==> src/rtl/act_pkg.sv <==
package act_pkg;

	localparam int CHAR_W = 8;
	localparam int CLS_W  = 3;
	localparam int LINE_W = 16;
	localparam int COL_W  = 12;

	localparam logic [LINE_W-1:0] LINE_LIMIT   = 16'd65535;
	localparam logic [COL_W-1:0]  COLUMN_LIMIT = 12'd4095;

	// token class codes
	localparam logic [CLS_W-1:0] CLS_IGNORED  = 3'd0;
	localparam logic [CLS_W-1:0] CLS_PUNCT    = 3'd1;
	localparam logic [CLS_W-1:0] CLS_OPERATOR = 3'd2;
	localparam logic [CLS_W-1:0] CLS_STRING   = 3'd3;
	localparam logic [CLS_W-1:0] CLS_COMMENT  = 3'd4;
	localparam logic [CLS_W-1:0] CLS_NUMERIC  = 3'd5;
	localparam logic [CLS_W-1:0] CLS_WORD     = 3'd6;
	localparam logic [CLS_W-1:0] CLS_RAW      = 3'd7;

	// character codes
	localparam logic [CHAR_W-1:0] CH_NL     = 8'h0A;
	localparam logic [CHAR_W-1:0] CH_SPACE  = 8'h20;
	localparam logic [CHAR_W-1:0] CH_QUOTE  = 8'h22;
	localparam logic [CHAR_W-1:0] CH_HASH   = 8'h23;
	localparam logic [CHAR_W-1:0] CH_PCT    = 8'h25;
	localparam logic [CHAR_W-1:0] CH_AMP    = 8'h26;
	localparam logic [CHAR_W-1:0] CH_STAR   = 8'h2A;
	localparam logic [CHAR_W-1:0] CH_PLUS   = 8'h2B;
	localparam logic [CHAR_W-1:0] CH_COMMA  = 8'h2C;
	localparam logic [CHAR_W-1:0] CH_MINUS  = 8'h2D;
	localparam logic [CHAR_W-1:0] CH_DOT    = 8'h2E;
	localparam logic [CHAR_W-1:0] CH_ZERO   = 8'h30;
	localparam logic [CHAR_W-1:0] CH_NINE   = 8'h39;
	localparam logic [CHAR_W-1:0] CH_COLON  = 8'h3A;
	localparam logic [CHAR_W-1:0] CH_SEMI   = 8'h3B;
	localparam logic [CHAR_W-1:0] CH_EQUAL  = 8'h3D;
	localparam logic [CHAR_W-1:0] CH_AT     = 8'h40;
	localparam logic [CHAR_W-1:0] CH_LBRACK = 8'h5B;
	localparam logic [CHAR_W-1:0] CH_RBRACK = 8'h5D;

	typedef struct packed {
		logic nl;
		logic ign;
		logic pun;
		logic opr;
		logic delim;
		logic quote;
		logic cmt;
		logic digit;
	} char_kind_t;

	typedef struct packed {
		logic [COL_W-1:0]  token_column;
		logic [LINE_W-1:0] token_line;
		logic              prev_closed;
		logic              token_start;
		logic [CLS_W-1:0]  token_class;
		logic [CHAR_W-1:0] out_char;
	} result_t;

endpackage

==> src/rtl/act_classify.sv <==
module act_classify (
	input  logic [act_pkg::CHAR_W-1:0] ch,
	output act_pkg::char_kind_t        kind
);

	always_comb begin
		kind.nl    = (ch == act_pkg::CH_NL);
		kind.ign   = (ch == act_pkg::CH_NL) || (ch == act_pkg::CH_SPACE);
		kind.pun   = (ch == act_pkg::CH_COMMA) || (ch == act_pkg::CH_COLON) ||
		             (ch == act_pkg::CH_DOT) || (ch == act_pkg::CH_PCT) ||
		             (ch == act_pkg::CH_EQUAL) || (ch == act_pkg::CH_AT) ||
		             (ch == act_pkg::CH_LBRACK) || (ch == act_pkg::CH_RBRACK);
		kind.opr   = (ch == act_pkg::CH_AMP) || (ch == act_pkg::CH_STAR) ||
		             (ch == act_pkg::CH_PLUS) || (ch == act_pkg::CH_MINUS);
		kind.delim = kind.ign || kind.pun || kind.opr;
		kind.quote = (ch == act_pkg::CH_QUOTE);
		kind.cmt   = (ch == act_pkg::CH_HASH) || (ch == act_pkg::CH_SEMI);
		kind.digit = (ch >= act_pkg::CH_ZERO) && (ch <= act_pkg::CH_NINE);
	end

endmodule

==> src/rtl/act_scan.sv <==
module act_scan (
	input  logic                       clk,
	input  logic                       arst_n,
	input  logic                       step,
	input  logic                       eoi,
	input  logic [act_pkg::CHAR_W-1:0] ch,
	input  act_pkg::char_kind_t        kind,
	input  logic                       whole_line,
	input  logic                       res_ready,
	output act_pkg::result_t           res_q,
	output logic                       res_valid_q
);

	typedef enum logic [2:0] {
		ST_IDLE,
		ST_CLOSED,
		ST_STRING,
		ST_COMMENT,
		ST_NUMERIC,
		ST_WORD,
		ST_RAW
	} mode_t;

	mode_t                        mode_q, mode_d;
	logic [act_pkg::LINE_W-1:0]   line_q, start_line_q, start_line_d;
	logic [act_pkg::COL_W-1:0]    column_q, start_col_q, start_col_d, col_inc;
	logic [act_pkg::CLS_W-1:0]    cls;
	logic                         start, closed, done;

	always_comb begin
		mode_d       = mode_q;
		cls          = act_pkg::CLS_IGNORED;
		start        = 1'b0;
		closed       = 1'b0;
		done         = 1'b0;
		start_line_d = start_line_q;
		start_col_d  = start_col_q;
		col_inc      = (column_q < act_pkg::COLUMN_LIMIT) ?
		               column_q + act_pkg::COL_W'(1) : column_q;
		if (whole_line) begin
			if (mode_q != ST_RAW) begin
				closed       = (mode_q != ST_IDLE);
				start        = 1'b1;
				start_line_d = line_q;
				start_col_d  = col_inc;
			end
			cls    = act_pkg::CLS_RAW;
			mode_d = kind.nl ? ST_CLOSED : ST_RAW;
		end else begin
			unique case (mode_q)
				ST_STRING: begin
					cls  = act_pkg::CLS_STRING;
					done = 1'b1;
					if (kind.quote || kind.nl)
						mode_d = ST_CLOSED;
				end
				ST_COMMENT: begin
					if (!kind.nl) begin
						cls  = act_pkg::CLS_COMMENT;
						done = 1'b1;
					end else begin
						closed = 1'b1;
					end
				end
				ST_NUMERIC, ST_WORD: begin
					if (!kind.delim) begin
						cls  = (mode_q == ST_NUMERIC) ? act_pkg::CLS_NUMERIC : act_pkg::CLS_WORD;
						done = 1'b1;
					end else begin
						closed = 1'b1;
					end
				end
				ST_CLOSED, ST_RAW: closed = 1'b1;
				ST_IDLE: ;
				default: ;
			endcase
			if (!done) begin
				mode_d = ST_IDLE;
				if (!kind.ign) begin
					start        = 1'b1;
					start_line_d = line_q;
					start_col_d  = col_inc;
					if (kind.pun) begin
						cls    = act_pkg::CLS_PUNCT;
						mode_d = ST_CLOSED;
					end else if (kind.opr) begin
						cls    = act_pkg::CLS_OPERATOR;
						mode_d = ST_CLOSED;
					end else if (kind.quote) begin
						cls    = act_pkg::CLS_STRING;
						mode_d = ST_STRING;
					end else if (kind.cmt) begin
						cls    = act_pkg::CLS_COMMENT;
						mode_d = ST_COMMENT;
					end else if (kind.digit) begin
						cls    = act_pkg::CLS_NUMERIC;
						mode_d = ST_NUMERIC;
					end else begin
						cls    = act_pkg::CLS_WORD;
						mode_d = ST_WORD;
					end
				end
			end
		end
	end

	always_ff @(posedge clk or negedge arst_n) begin
		if (!arst_n) begin
			mode_q       <= ST_IDLE;
			line_q       <= '0;
			column_q     <= '0;
			start_line_q <= '0;
			start_col_q  <= '0;
			res_valid_q  <= 1'b0;
			res_q        <= '0;
		end else begin
			if (step && eoi) begin
				// end of input: back to idle, counters kept
				mode_q <= ST_IDLE;
				if (res_ready)
					res_valid_q <= 1'b0;
			end else if (step) begin
				mode_q       <= mode_d;
				start_line_q <= start_line_d;
				start_col_q  <= start_col_d;
				if (kind.nl) begin
					if (line_q < act_pkg::LINE_LIMIT)
						line_q <= line_q + act_pkg::LINE_W'(1);
					column_q <= '0;
				end else begin
					column_q <= col_inc;
				end
				res_valid_q        <= 1'b1;
				res_q.out_char     <= ch;
				res_q.token_class  <= cls;
				res_q.token_start  <= start;
				res_q.prev_closed  <= closed;
				res_q.token_line   <= (cls == act_pkg::CLS_IGNORED) ? line_q : start_line_d;
				res_q.token_column <= (cls == act_pkg::CLS_IGNORED) ? col_inc : start_col_d;
			end else if (res_ready) begin
				res_valid_q <= 1'b0;
			end
		end
	end

endmodule

==> src/rtl/assembly_char_tokenizer.sv <==
// assembly source character tokenizer
// input stream: one source byte per transaction on s_tdata, s_tlast high marks
//   end of input (closes any open token, the byte is ignored, no result comes out)
// output stream: one result per source byte, class on m_tuser, the byte, start and
//   close flags and the token's zero-based start line and one-based start column
//   on m_tdata
// config channel: cfg_data bit 0 selects raw line mode, always ready; write it
//   only while no transaction is in flight
// latency: the byte sits in the input register for one cycle, then classify and
//   scan-state update load the result register at the next edge, so m_tvalid
//   rises one cycle after the input transaction
// throughput: one byte per cycle; the only loop is the scan state and line/column
//   counters, updated in one cycle per byte
// the input register advances whenever the result register is empty or being
//   taken, so a new byte is accepted while a finished result still waits
// stall: with m_tready low the result holds and one more byte is buffered, then
//   s_tready drops
// reset: scan state idle, line and column counters zero, raw line mode off,
//   both stages empty
module assembly_char_tokenizer (
	input  logic        clk,
	input  logic        arst_n,
	// slave side
	input  logic        s_tvalid,
	output logic        s_tready,
	input  logic [7:0]  s_tdata,  // [7:0] in_char
	input  logic        s_tlast,  // end_of_input
	// master side
	output logic        m_tvalid,
	input  logic        m_tready,
	output logic [39:0] m_tdata,  // [7:0] out_char, [8] token_start, [9] prev_closed,
	                              // [25:10] token_line, [37:26] token_column, [39:38] zero
	output logic [2:0]  m_tuser,  // [2:0] token_class
	// config write channel
	input  logic        cfg_valid,
	output logic        cfg_ready,
	input  logic        cfg_data  // raw_line_mode
);

	logic                        valid_s1;
	logic [act_pkg::CHAR_W-1:0]  char_s1;
	logic                        eoi_s1;
	logic                        whole_line_q;
	logic                        advance;
	act_pkg::char_kind_t         kind;
	act_pkg::result_t            res_q;

	// stage 1 moves into the scan when the result slot is free or draining
	assign advance  = valid_s1 && (!m_tvalid || m_tready);
	assign s_tready = !valid_s1 || advance;
	assign cfg_ready = 1'b1;

	always_ff @(posedge clk or negedge arst_n) begin
		if (!arst_n) begin
			valid_s1     <= 1'b0;
			whole_line_q <= 1'b0;
		end else begin
			if (s_tready)
				valid_s1 <= s_tvalid;
			if (cfg_valid)
				whole_line_q <= cfg_data;
		end
	end

	// payload of the input register, no reset needed
	always_ff @(posedge clk) begin
		if (s_tvalid && s_tready) begin
			char_s1 <= s_tdata;
			eoi_s1  <= s_tlast;
		end
	end

	act_classify u_classify (
		.ch   (char_s1),
		.kind (kind)
	);

	act_scan u_scan (
		.clk         (clk),
		.arst_n      (arst_n),
		.step        (advance),
		.eoi         (eoi_s1),
		.ch          (char_s1),
		.kind        (kind),
		.whole_line  (whole_line_q),
		.res_ready   (m_tready),
		.res_q       (res_q),
		.res_valid_q (m_tvalid)
	);

	assign m_tuser = res_q.token_class;
	assign m_tdata = {2'b00, res_q.token_column, res_q.token_line,
	                  res_q.prev_closed, res_q.token_start, res_q.out_char};

endmodule

==> config.mk <==
export PLATFORM = sky130hd
export DESIGN_NAME = assembly_char_tokenizer
export DESIGN_NICKNAME = d
export VERILOG_FILES = /design/src/rtl/act_pkg.sv /design/src/rtl/act_classify.sv /design/src/rtl/act_scan.sv /design/src/rtl/assembly_char_tokenizer.sv
export SDC_FILE = /design/constraint.sdc
export NUM_CORES = 1
export LEC_CHECK = 0
export BUFFER_PORTS_ARGS = -buffer_cell sky130_fd_sc_hd__buf_2
export CAP_MARGIN = 20
export CORE_MARGIN = 5
export CORE_UTILIZATION = 55
export CTS_CLUSTER_SIZE = 16
export DETAILED_ROUTE_END_ITERATION = 6
export PLACE_DENSITY = 0.74
export RECOVER_POWER = 25
export REMOVE_ABC_BUFFERS = 1
export SYNTH_ARGS = -nofsm -noshare
export SYNTH_HDL_FRONTEND = slang
export SYNTH_HIERARCHICAL = 1
export SYNTH_SLANG_ARGS = --single-unit
==> constraint.sdc <==
create_clock -name clk -period 4.2 [get_ports clk]
set_clock_uncertainty 0.2 [all_clocks]
set_input_delay 0.21 -clock clk [delete_from_list [all_inputs] [get_ports clk]]
set_output_delay 0.21 -clock clk [all_outputs]
set_load 0.03 [all_outputs]
Yosys cells after proc, flatten, opt, wreduce, memory -nomap -nowiden

Index checks and enable logic that the tools add are counted.

Register bits after elaboration: 112
Bits of input ports: 15
Logic and storage cells: 133

$lt $le $gt $ge: 4
Reductions and logical operators: 31
Equality and inequality tests: 26
Bitwise operators: 1
Muxes and demuxes: 53
Add/sub/neg operators: 2

Operator list:

| kind                                                   | number |
|---|---|
| == test 8 x 6 -> 1 bit (second input constant)         | 13 |
| two-way mux 12 bit                                     | 7 |
| two-way mux 16 bit                                     | 5 |
| two-way mux 3 bit                                      | 21 |
| == test 8 x 7 -> 1 bit (second input constant)         | 3 |
| logical OR 1 bit                                       | 17 |
| adder 16 x 1 -> 16 bit (second input constant)         | 1 |
| less-than comparator 16 bit (second input constant)    | 1 |
| two-way mux 1 bit                                      | 15 |
| adder 12 x 1 -> 12 bit (second input constant)         | 1 |
| less-than comparator 12 bit (second input constant)    | 1 |
| == test 3 bit (second input constant)                  | 3 |
| one-hot mux 3 bit (3 select lines)                     | 1 |
| == test 8 x 4 -> 1 bit (second input constant)         | 1 |
| >= comparator 8 x 6 -> 1 bit (second input constant)   | 1 |
| <= comparator 8 x 6 -> 1 bit (second input constant)   | 1 |
| == test 3 x 2 -> 1 bit (second input constant)         | 2 |
| one-hot mux 1 bit (3 select lines)                     | 2 |
| logical AND 1 bit                                      | 4 |
| two-way mux 2 bit                                      | 2 |
| inequality test 4 x 3 -> 1 bit (second input constant) | 1 |
| inequality test 4 bit (second input constant)          | 1 |
| AND reduction 4 bit                                    | 1 |
| OR reduction 2 bit                                     | 2 |
| other kinds (9)                                        | 10 |

Depth between registers and ports, before layout

Depth in word-level cells: 17
Depth in mapped cells: 13
Gate-level depth less buffers: 10

Hierarchy

Netlist, hierarchy kept.

By module, submodules not included:

| module                  | instances | cells each | area an instance (µm²) |
|---|---|---|---|
| act_scan                | 1         | 482        | 5064.9 |
| assembly_char_tokenizer | 1         | 22         | 407.9 |
| act_classify            | 1         | 48         | 285.3 |

Least setup slack after synthesis

OpenSTA, ideal clock, no wires.

Path kind: flip-flop to flip-flop
Start: reg char_s1[0] in the netlist's numbering
End: reg u_scan/start_col_q[7] in the netlist's numbering
Data required time: 3.875 ns
Data arrival time: 2.775 ns
Period minus slack after synthesis: 3.100 ns
Library setup time: 0.125 ns
Setup slack: 1.100 ns
Cell stages (with the launch flop): 13
Cell sequence: edfxtp_1 > buf_6 > nor2b_1 > mux4_2 > a31oi_1 > o211ai_1 > nor3b_4 > a211oi_1 > o22ai_2 > or2_1 > buf_6 > buf_6 > mux2_4

RTL lines:

| what                   | RTL line                      | text |
|---|---|---|
| start, declared        | assembly_char_tokenizer.sv:41 | `logic [act_pkg::CHAR_W-1:0] char_s1;` |
| start signal, assigned | assembly_char_tokenizer.sv:68 | `char_s1 <= s_tdata;` |
| end signal, assigned   | act_scan.sv:125               | `start_col_q <= start_col_d;` |
| end, declared          | act_scan.sv:26                | `logic [act_pkg::COL_W-1:0] column_q, start_col_q, start_col_d, col_inc;` |

==> results_tabular.tex <==
\begin{tabular}{lr}
\hline
Metric & Value \\
\hline
\multicolumn{2}{l}{\textbf{Outcome}} \\
Status & finished, final reports clean \\
\multicolumn{2}{l}{\textbf{Global routing}} \\
Wire length of the first global-routing pass & 20740 um \\
Largest net degree at the start of global routing & 77 \\
Number of global-route vias before repair & 4251 \\
Total track usage & 0.1982 \\
Number of antenna violations at the first check in global routing & 0 \\
Remaining global-route overflow & 0 \\
\multicolumn{2}{l}{\textbf{STA}} \\
Final sum of negative setup slack & 0 ps \\
Final critical-path required period & 3552 ps \\
Unrepaired setup endpoints after global routing & false \\
Slew at the pin closest to its max-slew limit & 1417 ps \\
Final setup viols & 0 \\
Worst-case headroom to the max-slew limit & 0.05509 \\
Top achievable clock speed & 0.2815 GHz \\
Part of the cycle the worst path needs & 0.8457 \\
Final hold violation count & 0 \\
Post-route setup slack & 648.1 ps \\
Count of final max-slew check failures & 0 \\
\multicolumn{2}{l}{\textbf{Critical path}} \\
WP data required & 4310 ps \\
Kind of start point of the critical path & register \\
Library cell contributing the largest single delay on the critical path & edfxtp\_1 \\
Kind of capture point of the worst setup path & register \\
Category of the most critical setup path & register to register \\
Critical path data arrival time & 3660 ps \\
List of cells traversed by the critical path & nor2b\_1 -> mux4\_2 -> a31oi\_1 -> o211ai\_1 -> o211a\_1 -> a211o\_1 -> a211oi\_2 -> o21a\_1 -> buf\_4 -> a21oi\_1 -> a21oi\_1 \\
Crit path top cell by count & a21oi\_1 \\
CP max FO & 26 \\
Delay of the slowest cell on the worst path & 560 ps \\
\multicolumn{2}{l}{\textbf{Route}} \\
Routed met2 length & 5771 um \\
Detail Route met3 WL & 480 um \\
Top metal layer carrying routed signals & met4 \\
Mean routed wirelength per cell & 15.90 um \\
Vias & 4216 \\
Total Wirelength & 11960 um \\
DRC marker count from the first detailed-route iteration & 334 \\
Count of TritonRoute iterations in the first routing pass & 5 \\
Post-route met1 wirelength & 5459 um \\
Post-DRT Antenna Nets & 0 \\
DRC errors left & 0 \\
Routed via count divided by cell count & 5.606 \\
\multicolumn{2}{l}{\textbf{Synth}} \\
Number of instances in the synthesized netlist & 552 \\
Cell variety after synth & 69 \\
Part of the Yosys area used for sequential elements & 0.4946 \\
Number of synthesized register bits & 112 \\
Syn avg cell area & 10.43 sq um \\
Cell area after synthesis & 5758 sq um \\
Async set-reset flop share out of synthesis & 0.9196 \\
Prevailing post-synth register cell & dfrtp\_1 \\
Synth Warn \# & 6 \\
Number of flops mapped to enable cells by yosys & 9 \\
\multicolumn{2}{l}{\textbf{Floorplan}} \\
Row count & 37 \\
Initial Util & 0.5603 \\
Top-Level Pins & 61 \\
Placeable core region & 10280 sq um \\
Die width & 112.3 um \\
Die Outline Area & 12620 sq um \\
Overall die height & 112.3 um \\
\multicolumn{2}{l}{\textbf{Clocking}} \\
Number of CTS-inserted buffers & 9 \\
Buffer depth of the longest clock path & 2 \\
Source-to-sink clock delay at the later pin of the worst-skew pair & 380 ps \\
Sink count of the clock tree & 112 \\
Master cell of the clock root buffer & clkbuf\_8 \\
Clock tree from TritonCTS & yes \\
Clock-pin slew on the worst setup and hold paths & 110 ps \\
\# H-tree levels & 3 \\
\multicolumn{2}{l}{\textbf{Job}} \\
Max Cap Viol & 0 \\
\multicolumn{2}{l}{\textbf{Place}} \\
Dpl hpwl & 7808 um \\
Routability congestion estimate from global placement & 0.8074 \\
DP Worst Slack & 668.0 ps \\
Post-Place Cell Area & 6031 sq um \\
Count of port buffers added during placement & 57 \\
\multicolumn{2}{l}{\textbf{Power}} \\
Lkg Pwr & 2.918 nW \\
Clk network pwr share & 0.241 \\
Part of the power in combinational logic & 0.294 \\
Sequential share of power & 0.465 \\
Power Density & 467.6 nW/um\^{}2 \\
Switching part of the total power & 0.3674 \\
VDD IR max & 210.2 uV \\
Final Total Pwr & 2.998 mW \\
Power dissipated by switching net loads & 1.102 mW \\
Internal power & 1.897 mW \\
\multicolumn{2}{l}{\textbf{Finish}} \\
Area overhead of the layout relative to synthesis & 11.36\% \\
Fill cells & 882 \\
Final net count & 628 \\
Share of layout cells above drive strength 1 & 0.2614 \\
Antenna diodes & 0 \\
Final std cell area, no fill & 6412 sq um \\
Final Core Density & 0.6239 \\
\multicolumn{2}{l}{\textbf{Hold path}} \\
Path category of the worst min-delay check & register to register \\
\hline
\end{tabular}
## logic make-up (layout without fill, tap and decap cells)
group	count (synthesis)	in the layout	synth area share
simple gates	211	211	0.1782
compound gates	136	136	0.1695
flops	112	112	0.4946
buf+inv	42	105	0.05432
mux	29	29	0.07040
xor+xnor	18	18	0.02738
fa+ha+maj	2	2	0.004345
other cells	2	3	0.001304
## state kept, by name, summed over array words and instances, names as in the netlist
register / flops
u_scan/start_line_q: 16
u_scan/line_q: 16
valid_s1: 1
whole_line_q: 1
u_scan/res_valid_q: 1
u_scan/start_col_q: 12
u_scan/res_q: 41
u_scan/column_q: 12
u_scan/mode_q: 3
eoi_s1: 1
char_s1: 8
## placed cells by master (no fill, tap or decap), drive strengths merged, types with 5 or more instances in the layout
| cell type | instances |
|---|---|
| a211oi | 6 |
| a21oi | 61 |
| a22o | 6 |
| and2 | 6 |
| and3 | 10 |
| buf | 66 |
| clkbuf | 13 |
| dfrtp | 103 |
| dlygate4sd3 | 15 |
| edfxtp | 9 |
| inv | 10 |
| mux2 | 25 |
| nand2 | 86 |
| nand2b | 9 |
| nand3 | 14 |
| nand4 | 7 |
| nor2 | 46 |
| nor2b | 6 |
| nor3 | 9 |
| nor3b | 5 |
| o21ai | 34 |
| xnor2 | 14 |
## synth_stat cells (all sizes together), types with 9 or more instances
cell / count / area share
dfrtp: 103 / 0.45
nand2: 86 / 0.056
a21oi: 61 / 0.076
nor2: 46 / 0.030
o21ai: 34 / 0.030
mux2: 25 / 0.061
buf: 21 / 0.036
clkbuf: 15 / 0.015
nand3: 14 / 0.012
xnor2: 14 / 0.021
and3: 10 / 0.011
edfxtp: 9 / 0.047
nand2b: 9 / 0.0098
nor3: 9 / 0.0078
## cell type report
class | count | area [sq um] | share of cell area
tap | 136 | 170.2 | 0.02654
multi-input combinational | 399 | 2615 | 0.4078
timing repair buffer | 83 | 526.8 | 0.08215
sequential | 112 | 2848 | 0.4441
inverter | 6 | 22.52 | 0.003512
clock inverter | 5 | 67.56 | 0.01054
clock buffer | 11 | 162.7 | 0.02537
## stage by stage
stage,hold slack (ps),cells
2_1_floorplan,-285.6,517
3_3_place_gp,188.5,720
3_5_place_dp,188.1,720
4_1_cts,287.9,751
5_1_grt,316.7,752
6_report,284.7,752
## critical path, delay by kind of cell, from the launching register on
kind	cells	cell delay (ps)
AOI/OAI and AO/OA	8	1640
buffers and inverters	1	390
DFF	1	560
muxes	1	470
and+or+nand+nor	1	220
## path summary, 6_finish.rpt
path                                        from           endpoint  slack (ps)  depth (start not counted)
worst max-delay path                  char_s1[1]   u_scan/res_q[19]         650                         11
worst min-delay path            u_scan/res_q[11]   u_scan/res_q[11]         280                          2
worst max register to register        char_s1[1]   u_scan/res_q[19]         650                         11
worst min register to register  u_scan/res_q[11]   u_scan/res_q[11]         280                          2
max in group asynchronous                 arst_n  u_scan/line_q[10]        1280                          4
min in group asynchronous                 arst_n   u_scan/res_q[35]         330                          2
## power by group through the flow
stage	logic (mW)	clock network [mW]	registers, mW
6_report	0.880	0.724	1.39
5_1_grt	0.963	0.794	1.42
4_1_cts	0.887	0.747	1.40
3_5_place_dp	0.871	0	1.42
3_3_place_gp	0.857	0	1.41
2_1_floorplan	0.419	0	1.59
## per-layer routing
metal / track usage / vias to the layer above
li1: - / 2044
met1: 0.2688 / 2076
met2: 0.3270 / 81
met3: 0.02534 / 15
met4: 0.07532 / 0
met5: 0 / -
## repair_timing
item                                   CTS  global route
buffers inserted                         0             0
hold buffers                            15             0
endpoints found under the hold margin   87             0
gates resized for setup                  0             0
(Power assumes the default switching activity.)
